File: config.mk
export PLATFORM = sky130hd
export DESIGN_NAME = bfsa_cell
export DESIGN_NICKNAME = d
export VERILOG_FILES = /design/src/design/bfsa_pkg.sv /design/src/design/bfsa_cell.sv
export SDC_FILE = /design/constraint.sdc
export NUM_CORES = 1
export LEC_CHECK = 0
export BUFFER_PORTS_ARGS = -buffer_cell sky130_fd_sc_hd__buf_2
export CAP_MARGIN = 30
export CELL_PAD_IN_SITES_DETAIL_PLACEMENT = 0
export CELL_PAD_IN_SITES_GLOBAL_PLACEMENT = 1
export CORE_UTILIZATION = 36
export CTS_BUF_LIST = sky130_fd_sc_hd__clkbuf_2 sky130_fd_sc_hd__clkbuf_4 sky130_fd_sc_hd__clkbuf_8
export CTS_CLUSTER_DIAMETER = 60
export DETAILED_ROUTE_END_ITERATION = 7
export HOLD_SLACK_MARGIN = 0.06
export PLACE_DENSITY = 0.82
export SYNTH_ARGS = -nofsm -noshare
export SYNTH_HDL_FRONTEND = slang
export SYNTH_SLANG_ARGS = --single-unit
File: constraint.sdc
create_clock -name clk -period 4.6 [get_ports clk]
set_input_delay 0.69 -clock clk [delete_from_list [all_inputs] [get_ports clk]]
set_output_delay 0.69 -clock clk [all_outputs]
set_load 0.02 [all_outputs]
File: src/design/bfsa_pkg.sv
// shared types and constants for the best-fit segment allocator
package bfsa_pkg;

  localparam logic [1:0] FUNC_CLEAR  = 2'd0;
  localparam logic [1:0] FUNC_APPEND = 2'd1;
  localparam logic [1:0] FUNC_ALLOC  = 2'd2;
  localparam logic [1:0] FUNC_UNUSED = 2'd3;

  localparam logic [1:0] ST_OK    = 2'd0;
  localparam logic [1:0] ST_NOFIT = 2'd1;
  localparam logic [1:0] ST_FULL  = 2'd2;

  typedef struct packed {
    logic [15:0] start;
    logic [15:0] stop;
    logic [15:0] size;
    logic [7:0]  owner;
  } seg_t;

  // what a cell hands to its right neighbour during a search pass
  typedef struct packed {
    logic        found;
    logic [15:0] best_size;
  } srch_t;

  // control broadcast from the sequencer to every cell
  typedef struct packed {
    logic        search;   // evaluate fit and pass best along the chain
    logic        insert;   // apply split at the chosen entry
    logic        append;   // write the appended segment at the count
    logic [15:0] req;
    logic [7:0]  pid;
    logic [15:0] sa;
  } cell_ctl_t;

  typedef enum logic [1:0] {
    S_IDLE,
    S_SEARCH,
    S_APPLY,
    S_RESP
  } state_t;

endpackage

File: src/design/bfsa_cell.sv
// one table entry of the allocator chain with its fit compare
module bfsa_cell
  import bfsa_pkg::*;
#(
  parameter int IDX_W = 5
) (
  input  logic             clk,
  input  logic [IDX_W-1:0] my_idx,
  input  logic [IDX_W:0]   count,
  input  cell_ctl_t        ctl,
  input  logic [IDX_W:0]   best_idx,   // chosen entry, valid during insert
  input  logic             split,
  input  seg_t             left_seg,   // neighbour below, for the shift
  input  srch_t            srch_in,
  output srch_t            srch_out,
  output logic             take,       // this cell becomes the best so far
  output seg_t             seg
);

  logic  live;
  logic  fits;
  logic [IDX_W:0] me;
  seg_t  seg_next;

  assign me   = {1'b0, my_idx};
  assign live = me < count;
  assign fits = live && (seg.owner == 8'd0) && (seg.size >= ctl.req);
  assign take = ctl.search && fits &&
                (!srch_in.found || (seg.size < srch_in.best_size));

  always_comb begin
    srch_out = srch_in;
    if (take) begin
      srch_out.found     = 1'b1;
      srch_out.best_size = seg.size;
    end
  end

  always_comb begin
    seg_next = seg;
    if (ctl.append && (me == count)) begin
      seg_next.start = ctl.sa;
      seg_next.size  = ctl.req;
      seg_next.stop  = ctl.sa + ctl.req - 16'd1;
      seg_next.owner = ctl.pid;
    end else if (ctl.insert) begin
      if (me == best_idx) begin
        seg_next.owner = ctl.pid;
        if (split) begin
          seg_next.size = ctl.req;
          seg_next.stop = seg.start + ctl.req - 16'd1;
        end
      end else if (split && (me == best_idx + 1'b1)) begin
        seg_next.owner = 8'd0;
        seg_next.start = left_seg.start + ctl.req;
        seg_next.stop  = left_seg.stop;
        seg_next.size  = left_seg.size - ctl.req;
      end else if (split && (me > best_idx + 1'b1) && (me <= count)) begin
        seg_next = left_seg;
      end
    end
  end

  always_ff @(posedge clk) begin
    seg <= seg_next;
  end

endmodule

# [Yosys cells after proc, flatten, opt, wreduce, memory -nomap -nowiden]
# Cells that the tools add are included.
[word_totals] reg_bits=56 in_bits=135 output_inout_bits=74 word_cells=46
[classes] add_sub_neg=7 magnitude_cmp=5 eq_ne=5 mux=8 reduce_logical=17
[ops] op="56-bit 2-to-1 mux" n=4
[ops] op="16-bit adder" n=3
[ops] op="40-bit 2-to-1 mux" n=1
[ops] op="32-bit 2-to-1 mux" n=1
[ops] op="16-bit by 1-bit subtractor with 16-bit output, second input constant" n=2
[ops] op="5-bit by 6-bit equality test with 1-bit output" n=3
[ops] op="17-bit 2-to-1 mux" n=1
[ops] op="16-bit >= comparator" n=1
[ops] op="16-bit less-than comparator" n=1
[ops] op="16-bit 2-to-1 mux" n=1
[ops] op="16-bit subtractor" n=1
[ops] op="1-bit logical AND" n=8
[ops] op="8-bit logical NOT" n=1
[ops] op="6-bit by 1-bit adder with 6-bit output, second input constant" n=1
[ops] op="5-bit by 6-bit greater-than comparator with 1-bit output" n=1
[ops] op="5-bit by 6-bit <= comparator with 1-bit output" n=1
[ops] op="5-bit by 6-bit less-than comparator with 1-bit output" n=1
[ops] op="3-bit AND reduction" n=2
[ops] op="4-bit nonzero test" n=1
[ops] op="3-bit != test, second input constant" n=1
[ops] op="3-bit nonzero test" n=1
[ops] op="2-bit != test, second input constant" n=1
[ops] op="2-bit AND reduction" n=1
[ops] op="2-bit nonzero test" n=1
[ops] op="other kinds (2)" n=2

# [Depth between registers and ports, before layout]
# Gate-level depths: netlist of the first run.
[logic_depth] word_depth=9 mapped_depth=15 mapped_depth_nobuf=15

# [Worst setup path before layout of the first run]
# OpenSTA, ideal clock, no wires.
[synth_timing] path_type="input-to-reg" startpoint="in best_idx[0]" endpoint="reg seg[10] (netlist name), enable pin" setup_ns=0.466 arrival_time_ns=4.529 required_ns=4.134 slack_ns=-0.394 cell_stages=10 n_path_buf=1 cell_sequence="ha_1 > nand3_1 > xor2_1 > ha_1 > nand3_1 > or3_1 > clkbuf_1 > o31ai_1 > o21ai_0 > o21ai_0"
[synth_via] elab_chain_len=6 elab_cells_between_ends=10 cone_classes="add/sub (1); order compare (1); eq/ne (3); reduce/logical (5)"
[synth_rtl] item="start: declaration" line="bfsa_cell.sv:11" source="input logic [IDX_W:0] best_idx,"
[synth_rtl] item="6-bit by 1-bit adder with 6-bit output" line="bfsa_cell.sv:53, bfsa_cell.sv:58"
[synth_rtl] item="5-bit by 6-bit greater-than comparator with 1-bit output" line="bfsa_cell.sv:58" source="end else if (split && (me > best_idx + 1'b1) && (me <= count)) begin"
[synth_rtl] item="1-bit logical AND (2 in a row)" line="bfsa_cell.sv:58"
[synth_rtl] item="4-bit nonzero test (no source line)"
[synth_rtl] item="3-bit AND reduction (no source line) (*)"
[synth_rtl] item="end signal: assignment" line="bfsa_cell.sv:65" source="seg <= seg_next;"
[synth_rtl] item="end: declaration" line="bfsa_cell.sv:17" source="output seg_t seg"
# Every way passes the cells marked *; elsewhere a longest branch is shown, timed or not.
# A chain may end at the register's enable or synchronous reset.

==> results.tsv, run 1 <==
metric	value	unit
max reg flops	56	
Synth Instances	895	
drt initial violations	348	
Chip Width	144	um
top-count cell post-synth	inv_1	
cts hold-fix bufs	0	
sequential share of the synthesized area	23.0	%
grt ovf	0	
DRT Wirelength	20400	um
end of the worst hold path	seg[3]	
Critical Path Source Type	flip-flop	
internal power	1.09	mW
Slew Limit Fails	0	
CTS tree	done	
sw frac	38.6	%
period utilization	87.1	%
leak pwr	4.39	nW
die area	20900	um2
Max VDD drop	0.118	mV
Total GRT Usage	19.4	%
Area growth syn-to-layout	19.9	%
Gate power share	47.4	%
initial antenna violation count	2	
cts bufs inserted	5	
Worst Max-Slew Pin Slew	0.905	ns
clock network latency to the later pin of the worst-skew pair	0.34	ns
Initial Util	37.2	%
Hold Crit Depth	3	
clk sinks	56	
Synth top area share	23.0	%
Largest regs	seg (56)	
net load switching power	0.687	mW
setup slack after layout	0.595	ns
Post-CTS Setup Bufs	0	
DRC	0	
synthesized flop and latch total	56	
Setup crit start	seg[17]	
Clk network pwr share	17.7	%
Largest Register	seg	
status	finished clean	
vias in the first global route	6041	
max_slew headroom	39.5	%
Pre-antenna DRT Iters	4	
Die Y-Extent	144	um
CP Class	reg2out	
Worst R2R Start	seg[41]	
Synth Warn #	0	
boundary pin count	209	
row cnt	51	
RSZ-0062 raised after global routing	false	
routability cong.	0.844	
Fin. Hold Viols	0	
Simple-Gate Fraction of Synth Area	15.1	%
XOR/XNOR Fraction of Synth Area	6.11	%
Synth area leaders	edfxtp_1, ha_1, inv_1	
Fin Hold WS	0.614	ns
fin util	44.6	%
Core Area	19700	um2
crit path DAT	3.32	ns
area of the mapped netlist	7310	um2
setup violation total in the final timing report	0	
CTS root buf	clkbuf_8	
largest net degree at the start of global routing	65	
Max clock buf depth	2	
worst path required time	3.91	ns
post-route cell area	8770	um2
Reg2Reg Setup Slack	1.36	ns
hold path startpoint	ctl[19]	
P per Cell Area	203	nW/um2
R2R cell count	15	
syn nets	1164	
first-pass GRT wire length	30900	um
syn_area_per_cell	8.17	um2
setup TNS	0	ns
Adder-Cell Fraction of Synth Area	23.4	%
fin crit period	4.01	ns
HP Class	in2reg	
dpl ws	0.548	ns
compound-gate portion of the synthesized area	19.2	%
share of cells above drive strength 1	22.7	%
Fmax	250	MHz
Filler cells	2087	
mux contribution to synthesized area	4.31	%
DR vias	6753	
Most used DFF post-synth	edfxtp_1	
H-tree lvl count	2	
Synth area leader	edfxtp_1	
Clock Skew	0.0125	ns
Nets	1364	
R2R Path End	seg[39]	
register area	1680	um2
Max Fanout on Critical Path	17	
area of the multi-input gates	5000	um2
DR WL/cell	15.0	um
Worst-path clk slew	0.11	ns
Post-DP Area	8670	um2
Detail Route Antenna Nets	0	
main combinational cell family by area after synthesis	adder cells	
max cap viols	0	
Reg power frac	34.9	%
Async SR Flop Fraction	0	%
vias per cell	4.96	
number of buffers added on ports	208	
DPL Wire Length	16800	um
Crit. End Element	primary output	
Resize count post-CTS	0	
post-synthesis cell type count	53	
number of flops mapped to enable cells by yosys	56	
synth cell count leaders	inv_1, ha_1, nand2_1	
## critical path, stage by stage, from the launching register on
cell and delay, ns:
edfxtp_1 0.51, ha_1 0.33, a21o_1 0.18, a21oi_1 0.15, nor2b_1 0.06, o21ai_1 0.12, nand2b_1 0.07, a21oi_1 0.13
o21ai_0 0.20, a221oi_4 0.33, buf_4 0.35, mux2_2 0.37, buf_2 0.16
## placed cells by master (no fill, tap or decap), types with 9 or more instances in the layout
| master | synthesis | final |
|---|---|---|
| mux2_4 | 9 | 9 |
| a21oi_1 | 70 | 70 |
| o21ai_0 | 42 | 41 |
| a31oi_1 | 14 | 14 |
| o21a_1 | 13 | 13 |
| inv_1 | 146 | 146 |
| edfxtp_1 | 56 | 56 |
| a21o_1 | 17 | 17 |
| mux2i_1 | 9 | 9 |
| xor2_1 | 19 | 19 |
| a211oi_1 | 24 | 24 |
| nand3_1 | 27 | 27 |
| xnor2_1 | 32 | 32 |
| and3_1 | 11 | 11 |
| nand2b_1 | 10 | 10 |
| buf_2 | 2 | 208 |
| nor2_1 | 60 | 60 |
| nand2_1 | 74 | 74 |
| nor3_1 | 20 | 19 |
| ha_1 | 130 | 130 |
| nor2b_1 | 13 | 13 |
## worst max-delay path by stage
stage,end,slack [ns],cells past startpoint
after floorplan,seg[10],0.47,10
after global placement,seg[39],0.64,16
after detailed placement,seg[39],0.55,16
after CTS,srch_out[1],0.57,12
after global routing,srch_out[5],0.39,12
final,srch_out[1],0.59,12
## cells by family after synthesis
| group | Yosys count |
|---|---|
| DFF | 56 |
| xor gates and xnor gates | 51 |
| AOI/OAI and AO/OA | 221 |
| adders and majority gates | 134 |
| buffers and inverters | 169 |
| and+or+nand+nor | 238 |
| muxes | 26 |
## area by class of cell
class                           instances  area share, %
Antenna cell                            1         0.0285
Clock buffer                            7          0.956
Clock inverter                          1         0.0999
Inverter                              146           6.25
Multi-Input combinational cell        670           57.0
Sequential cell                        56           19.2
Tap cell                              265           3.78
Timing Repair Buffer                  216           12.7
## per-stage QoR
step / total power [mW] / instances
6_report: 1.78 / 1362
5_1_grt: 1.93 / 1361
4_1_cts: 1.80 / 1361
3_5_place_dp: 1.47 / 1353
3_3_place_gp: 1.47 / 1353
2_1_floorplan: 1.23 / 895
## power by group through the flow
stage	logic (mW)	clock network, mW	registers (mW)
final	0.843	0.316	0.622
after global routing	0.957	0.347	0.626
after CTS	0.848	0.325	0.622
after detailed placement	0.841	0	0.634
after global placement	0.834	0	0.634
after floorplan	0.571	0	0.663
## routing by layer
| metal | up-vias | GRT usage (%) | routed length (um) |
|---|---|---|---|
| li1 | 3538 | - | - |
| met1 | 3032 | 26.5 | 9640 |
| met2 | 164 | 32.0 | 9410 |
| met3 | 17 | 3.15 | 1100 |
| met4 | 2 | 4.04 | 252 |
| met5 | - | 0 | 8 |
No activity file was read; power rests on OpenSTA's default activity.
==> run 2, diff against run 1 <==
Settings changed: CORE_UTILIZATION 36 to 40, PLACE_DENSITY 0.82 to 0.86, REMOVE_ABC_BUFFERS set to 1.
Clock period 4.6 ns to 4.5 ns, I/O delays scaled along.
==> results.tsv, run 2 (synthesis results as in run 1) <==
metric	value	unit	change
first-pass GRT wire length	30200	um	-2.1%
Max clock buf depth	2		unchanged
slowest cell on the critical path	mux2_2		
busiest grt layer	met2		
Area growth syn-to-layout	19.8	%	
DRT Wirelength	19800	um	-3.2%
Pre-antenna DRT Iters	4		unchanged
internal power	1.21	mW	+11%
Post-CTS Setup Bufs	0		unchanged
met2 GRT Util	35.9	%	+3.9 points
P per Cell Area	217	nW/um2	+7.0%
Total Power	1.90	mW	+6.9%
row cnt	49		-3.9%
drt initial violations	310		-11%
DPL Wire Length	16300	um	-3.2%
max reg flops	56		unchanged
setup violation total in the final timing report	0		unchanged
clock network latency to the later pin of the worst-skew pair	0.33	ns	about the same
share of cells above drive strength 1	22.6	%	-0.071 points
clk sinks	56		unchanged
most common cell after layout, fill and taps aside	buf_2		
Largest regs	seg (56)		
largest net degree at the start of global routing	65		unchanged
Clk network pwr share	21.7	%	+4.0 points
CP Class	in2out		
Nets	1364		unchanged
Post-DP Area	8610	um2	-0.66%
fin crit period	3.93	ns	
initial antenna violation count	6		+4
GRT met1 Usage	26.1	%	-0.47 points
cts bufs inserted	5		unchanged
Total GRT Usage	20.6	%	+1.2 points
Chip Width	137	um	-5.1%
crit path cell chain	buf_2 -> inv_1 -> ha_1 -> a21o_1 -> a21o_1 -> a21oi_1 -> o21ai_0 -> nand2_1 -> a311o_1 -> a221oi_4 -> buf_4 -> mux2_2 -> buf_2		
status	finished clean		
Global Route met3 Usage	5.22	%	+2.1 points
worst path required time	3.83	ns	-0.08 ns
max_slew headroom	36.5	%	-3.0 points
Worst Max-Slew Pin Slew	0.949	ns	+0.0444 ns
Crit. End Element	primary output		
period utilization	87.3	%	
Max stage delay on crit path	0.37	ns	-0.14 ns
Fin. Hold Viols	0		unchanged
Core Area	18000	um2	-8.6%
most frequent cells in the layout	buf_2, inv_1, ha_1		
Gate power share	45.1	%	-2.3 points
DR WL/cell	14.9	um	-0.77%
vias per cell	5.14		+3.7%
DRC	0		unchanged
grt ovf	0		unchanged
routability cong.	0.868		+2.9%
Fmax	254	MHz	
Initial Util	40.7	%	+3.5 points
HP Class	in2reg		
Resize count post-CTS	0		unchanged
Max VDD drop	0.117	mV	-0.61%
RSZ-0062 raised after global routing	false		
Detail Route Antenna Nets	0		unchanged
net load switching power	0.692	mW	+0.65%
Slew Limit Fails	0		unchanged
CTS tree	done		
crit path DAT	3.25	ns	-0.07 ns
CTS root buf	clkbuf_8		
cts hold-fix bufs	0		unchanged
sw frac	36.3	%	-2.3 points
post-route cell area	8750	um2	-0.13%
Worst-path clk slew	0.11	ns	about the same
boundary pin count	209		unchanged
Reg power frac	33.3	%	-1.6 points
leak pwr	4.40	nW	+0.30%
Die Y-Extent	137	um	-5.1%
die area	18800	um2	-9.9%
Max Fanout on Critical Path	17		unchanged
DR vias	6836		+1.2%
max cap viols	0		unchanged
vias in the first global route	6162		+2.0%
Clock Skew	0.00817	ns	-0.00438 ns
H-tree lvl count	2		unchanged
Critical Path Source Type	input pin		
number of buffers added on ports	208		unchanged
Largest Register	seg		
-- run 2: changes by cell type in the layout (fill, tap and decap cells not counted) --
cell	before	now
diode_2	1	5
bufinv_16	0	2
clkbuf_4	2	0
buf_12	1	0
buf_4	7	8
clkinv_4	1	0
-- run 2: path summary, 6_finish.rpt --
path | startpoint | endpoint | slack [ns] | depth (start not counted)
worst max-delay path | ctl[25] | srch_out[0] | 0.57 | 13
worst min-delay path | ctl[23] | seg[7] | 0.60 | 3
worst max register to register | seg[41] | seg[39] | 1.26 | 15
worst min register to register | seg[40] | seg[24] | 0.94 | 5
-- run 2: final cells by class --
cell class / instances / area [um2]
Antenna cell: 5 / 12.5
Inverter: 146 / 548
Timing Repair Buffer: 216 / 1100
Clock buffer: 5 / 68.8
Sequential cell: 56 / 1680
Clock inverter: 2 / 60.1
Fill cell: 1832 / 9210
Multi-Input combinational cell: 670 / 5000
Tap cell: 229 / 287
-- run 2: metrics by stage --
step	hold slack [ns]	TNS (ns)	setup WS [ns]	instances	util (%)
after floorplan	0.849	-35.21	-1.10	872	-
after global placement	0.921	0	0.590	1317	47.9
after detailed placement	0.940	0	0.455	1317	47.9
after CTS	0.579	0	0.561	1324	48.7
after global routing	0.601	0	0.330	1325	48.7
final	0.600	0	0.570	1329	48.7
-- run 2: power groups by stage --
stage                     Combinational, mW  Sequential, mW  Clock [mW]
after global routing                  0.974           0.637       0.439
final                                 0.858           0.633       0.413
after CTS                             0.862           0.634       0.429
after global placement                0.845           0.646           0
after detailed placement              0.856           0.646           0
after floorplan                       0.581           0.678           0
-- run 2: metal layers --
| layer | up-vias | wire, um |
|---|---|---|
| met5 | - | 27 |
| met4 | 4 | 97 |
| met3 | 12 | 1390 |
| met2 | 166 | 9170 |
| met1 | 3110 | 9080 |
| li1 | 3544 | - |
-- run 2: critical path, delay by kind of cell --
| kind | cells | cell delay, ns |
|---|---|---|
| simple gates | 1 | 0.13 |
| buf+inv | 4 | 0.73 |
| mux | 1 | 0.37 |
| fa+ha+maj | 1 | 0.32 |
| compound gates | 6 | 1.02 |
==> run 3, diff against run 2 <==
Settings changed: BUFFER_PORTS_ARGS -buffer_cell sky130_fd_sc_hd__buf_2 to -buffer_cell sky130_fd_sc_hd__clkbuf_2.
==> results.tsv, run 3 (synthesis results as in run 1) <==
metric	value	unit	change
Detail Route Antenna Nets	0		unchanged
Resize count post-CTS	0		unchanged
Filler cells	1816		-0.87%
DR WL/cell	15.0	um	+0.66%
Core Area	18000	um2	unchanged
drt initial violations	295		-4.8%
Critical Path Source Type	input pin		
initial antenna violation count	2		-4
cts hold-fix bufs	0		unchanged
Largest regs	seg (56)		
hold path startpoint	ctl[23]		
vias per cell	5.10		-0.95%
DRT Wirelength	19800	um	+0.35%
leak pwr	4.45	nW	+1.0%
most frequent cells in the layout	clkbuf_2, inv_1, ha_1		
Setup crit start	my_idx[1]		
DRC	0		unchanged
vias in the first global route	6240		+1.3%
Pre-antenna DRT Iters	4		unchanged
setup TNS	0	ns	unchanged
Chip Width	137	um	unchanged
Fmax	254	MHz	-0.25%
status	finished clean		
crit path cell chain	clkbuf_2 -> ha_1 -> nor2b_1 -> o21a_1 -> o21a_1 -> o21ai_1 -> a21oi_1 -> a311o_1 -> a221oi_4 -> buf_4 -> mux2_2 -> clkbuf_2		
clk sinks	56		unchanged
boundary pin count	209		unchanged
Reg2Reg Setup Slack	1.24	ns	-0.02 ns
CTS root buf	clkbuf_8		
Initial Util	40.7	%	unchanged
most common cell after layout, fill and taps aside	clkbuf_2		
share of cells above drive strength 1	22.6	%	unchanged
Total GRT Usage	20.9	%	+0.29 points
Slew Limit Fails	0		unchanged
Largest Register	seg		
P per Cell Area	218	nW/um2	about the same
die area	18800	um2	unchanged
H-tree lvl count	2		unchanged
Max Fanout on Critical Path	17		unchanged
crit path DAT	3.26	ns	about the same
cts bufs inserted	5		unchanged
DR vias	6751		-1.2%
R2R cell count	13		-2
Non-Filler Instances	1325		-0.30%
Crit. End Element	primary output		
CTS tree	done		
Max stage delay on crit path	0.39	ns	+0.02 ns
number of buffers added on ports	208		unchanged
max cap viols	0		unchanged
clock network latency to the later pin of the worst-skew pair	0.34	ns	about the same
routability cong.	0.868		about the same
Worst R2R Start	seg[42]		
R2R Path End	seg[38]		
Hold Crit Depth	3		unchanged
first-pass GRT wire length	30500	um	+0.98%
row cnt	49		unchanged
largest net degree at the start of global routing	65		unchanged
HP Class	in2reg		
Die Y-Extent	137	um	unchanged
grt ovf	0		unchanged
worst path required time	3.83	ns	about the same
DPL Wire Length	16500	um	+0.90%
Worst-path clk slew	0.11	ns	about the same
end of the worst hold path	seg[7]		
Placed Cells	1317		unchanged
Max clock buf depth	2		unchanged
Fin. Hold Viols	0		unchanged
max_slew headroom	36.5	%	about the same
fin crit period	3.94	ns	+0.00966 ns
Max VDD drop	0.180	mV	+54%
RSZ-0062 raised after global routing	false		
Clock Skew	0.00288	ns	-0.00529 ns
Area growth syn-to-layout	19.7	%	
setup violation total in the final timing report	0		unchanged
slowest cell on the critical path	a311o_1		
period utilization	87.5	%	+0.21 points
Nets	1364		unchanged
CP Class	in2out		
max reg flops	56		unchanged
Post-CTS Setup Bufs	0		unchanged
Worst Max-Slew Pin Slew	0.949	ns	+0.0000198 ns
==> run 3: critical path: cells and delay by family <==
kind            cells  cell delay (ns)
compound gates      6             1.15
buf+inv             3             0.59
mux                 1             0.37
fa+ha+maj           1             0.33
simple gates        1             0.14
==> run 3: final cells by class <==
type	count	area, um2	share of cell area [%]
clock inverter	2	60.1	0.687
multi-input combinational	670	5000	57.1
antenna	1	2.50	0.0286
tap	229	287	3.28
sequential	56	1680	19.2
timing repair buffer	216	1100	12.6
clock buffer	5	68.8	0.787
inverter	146	548	6.27
==> run 3: per-layer routing <==
metal  track usage, %  share of wire (%)  wire, um  vias up
met5                0              0.066        13        -
met4             2.93               0.65       129        2
met3             6.07                8.2      1620       11
met2             36.7                 47      9280      166
met1             25.7                 44      8790     3032
li1                 -                  -         -     3540
==> run 3: report_power, final <==
| group | total, mW | internal (mW) | switching [mW] | leakage, nW |
|---|---|---|---|---|
| Clock | 0.412 | 0.220 | 0.192 | 0.0642 |
| Combinational | 0.856 | 0.378 | 0.478 | 3.88 |
| Sequential | 0.634 | 0.613 | 0.0212 | 0.508 |
==> run 3: metrics by stage <==
stage / hold slack [ns] / setup slack [ns] / cell area, um2 / total power [mW] / utilization, %
floorplan: 0.849 / -1.10 / 7210 / 1.26 / -
global placement: 0.915 / 0.579 / 8610 / 1.49 / 47.9
detailed placement: 0.940 / 0.519 / 8610 / 1.50 / 47.9
CTS: 0.573 / 0.546 / 8740 / 1.93 / 48.7
global route: 0.588 / 0.356 / 8740 / 2.05 / 48.7
finish: 0.591 / 0.561 / 8740 / 1.90 / 48.7
==> run 3: how the worst max path moves through the flow <==
stage	endpoint	slack, ns
2_1_floorplan	seg[10]	-1.10
3_3_place_gp	seg[39]	0.58
3_5_place_dp	seg[39]	0.52
4_1_cts	srch_out[0]	0.55
5_1_grt	srch_out[4]	0.36
6_report	srch_out[0]	0.56
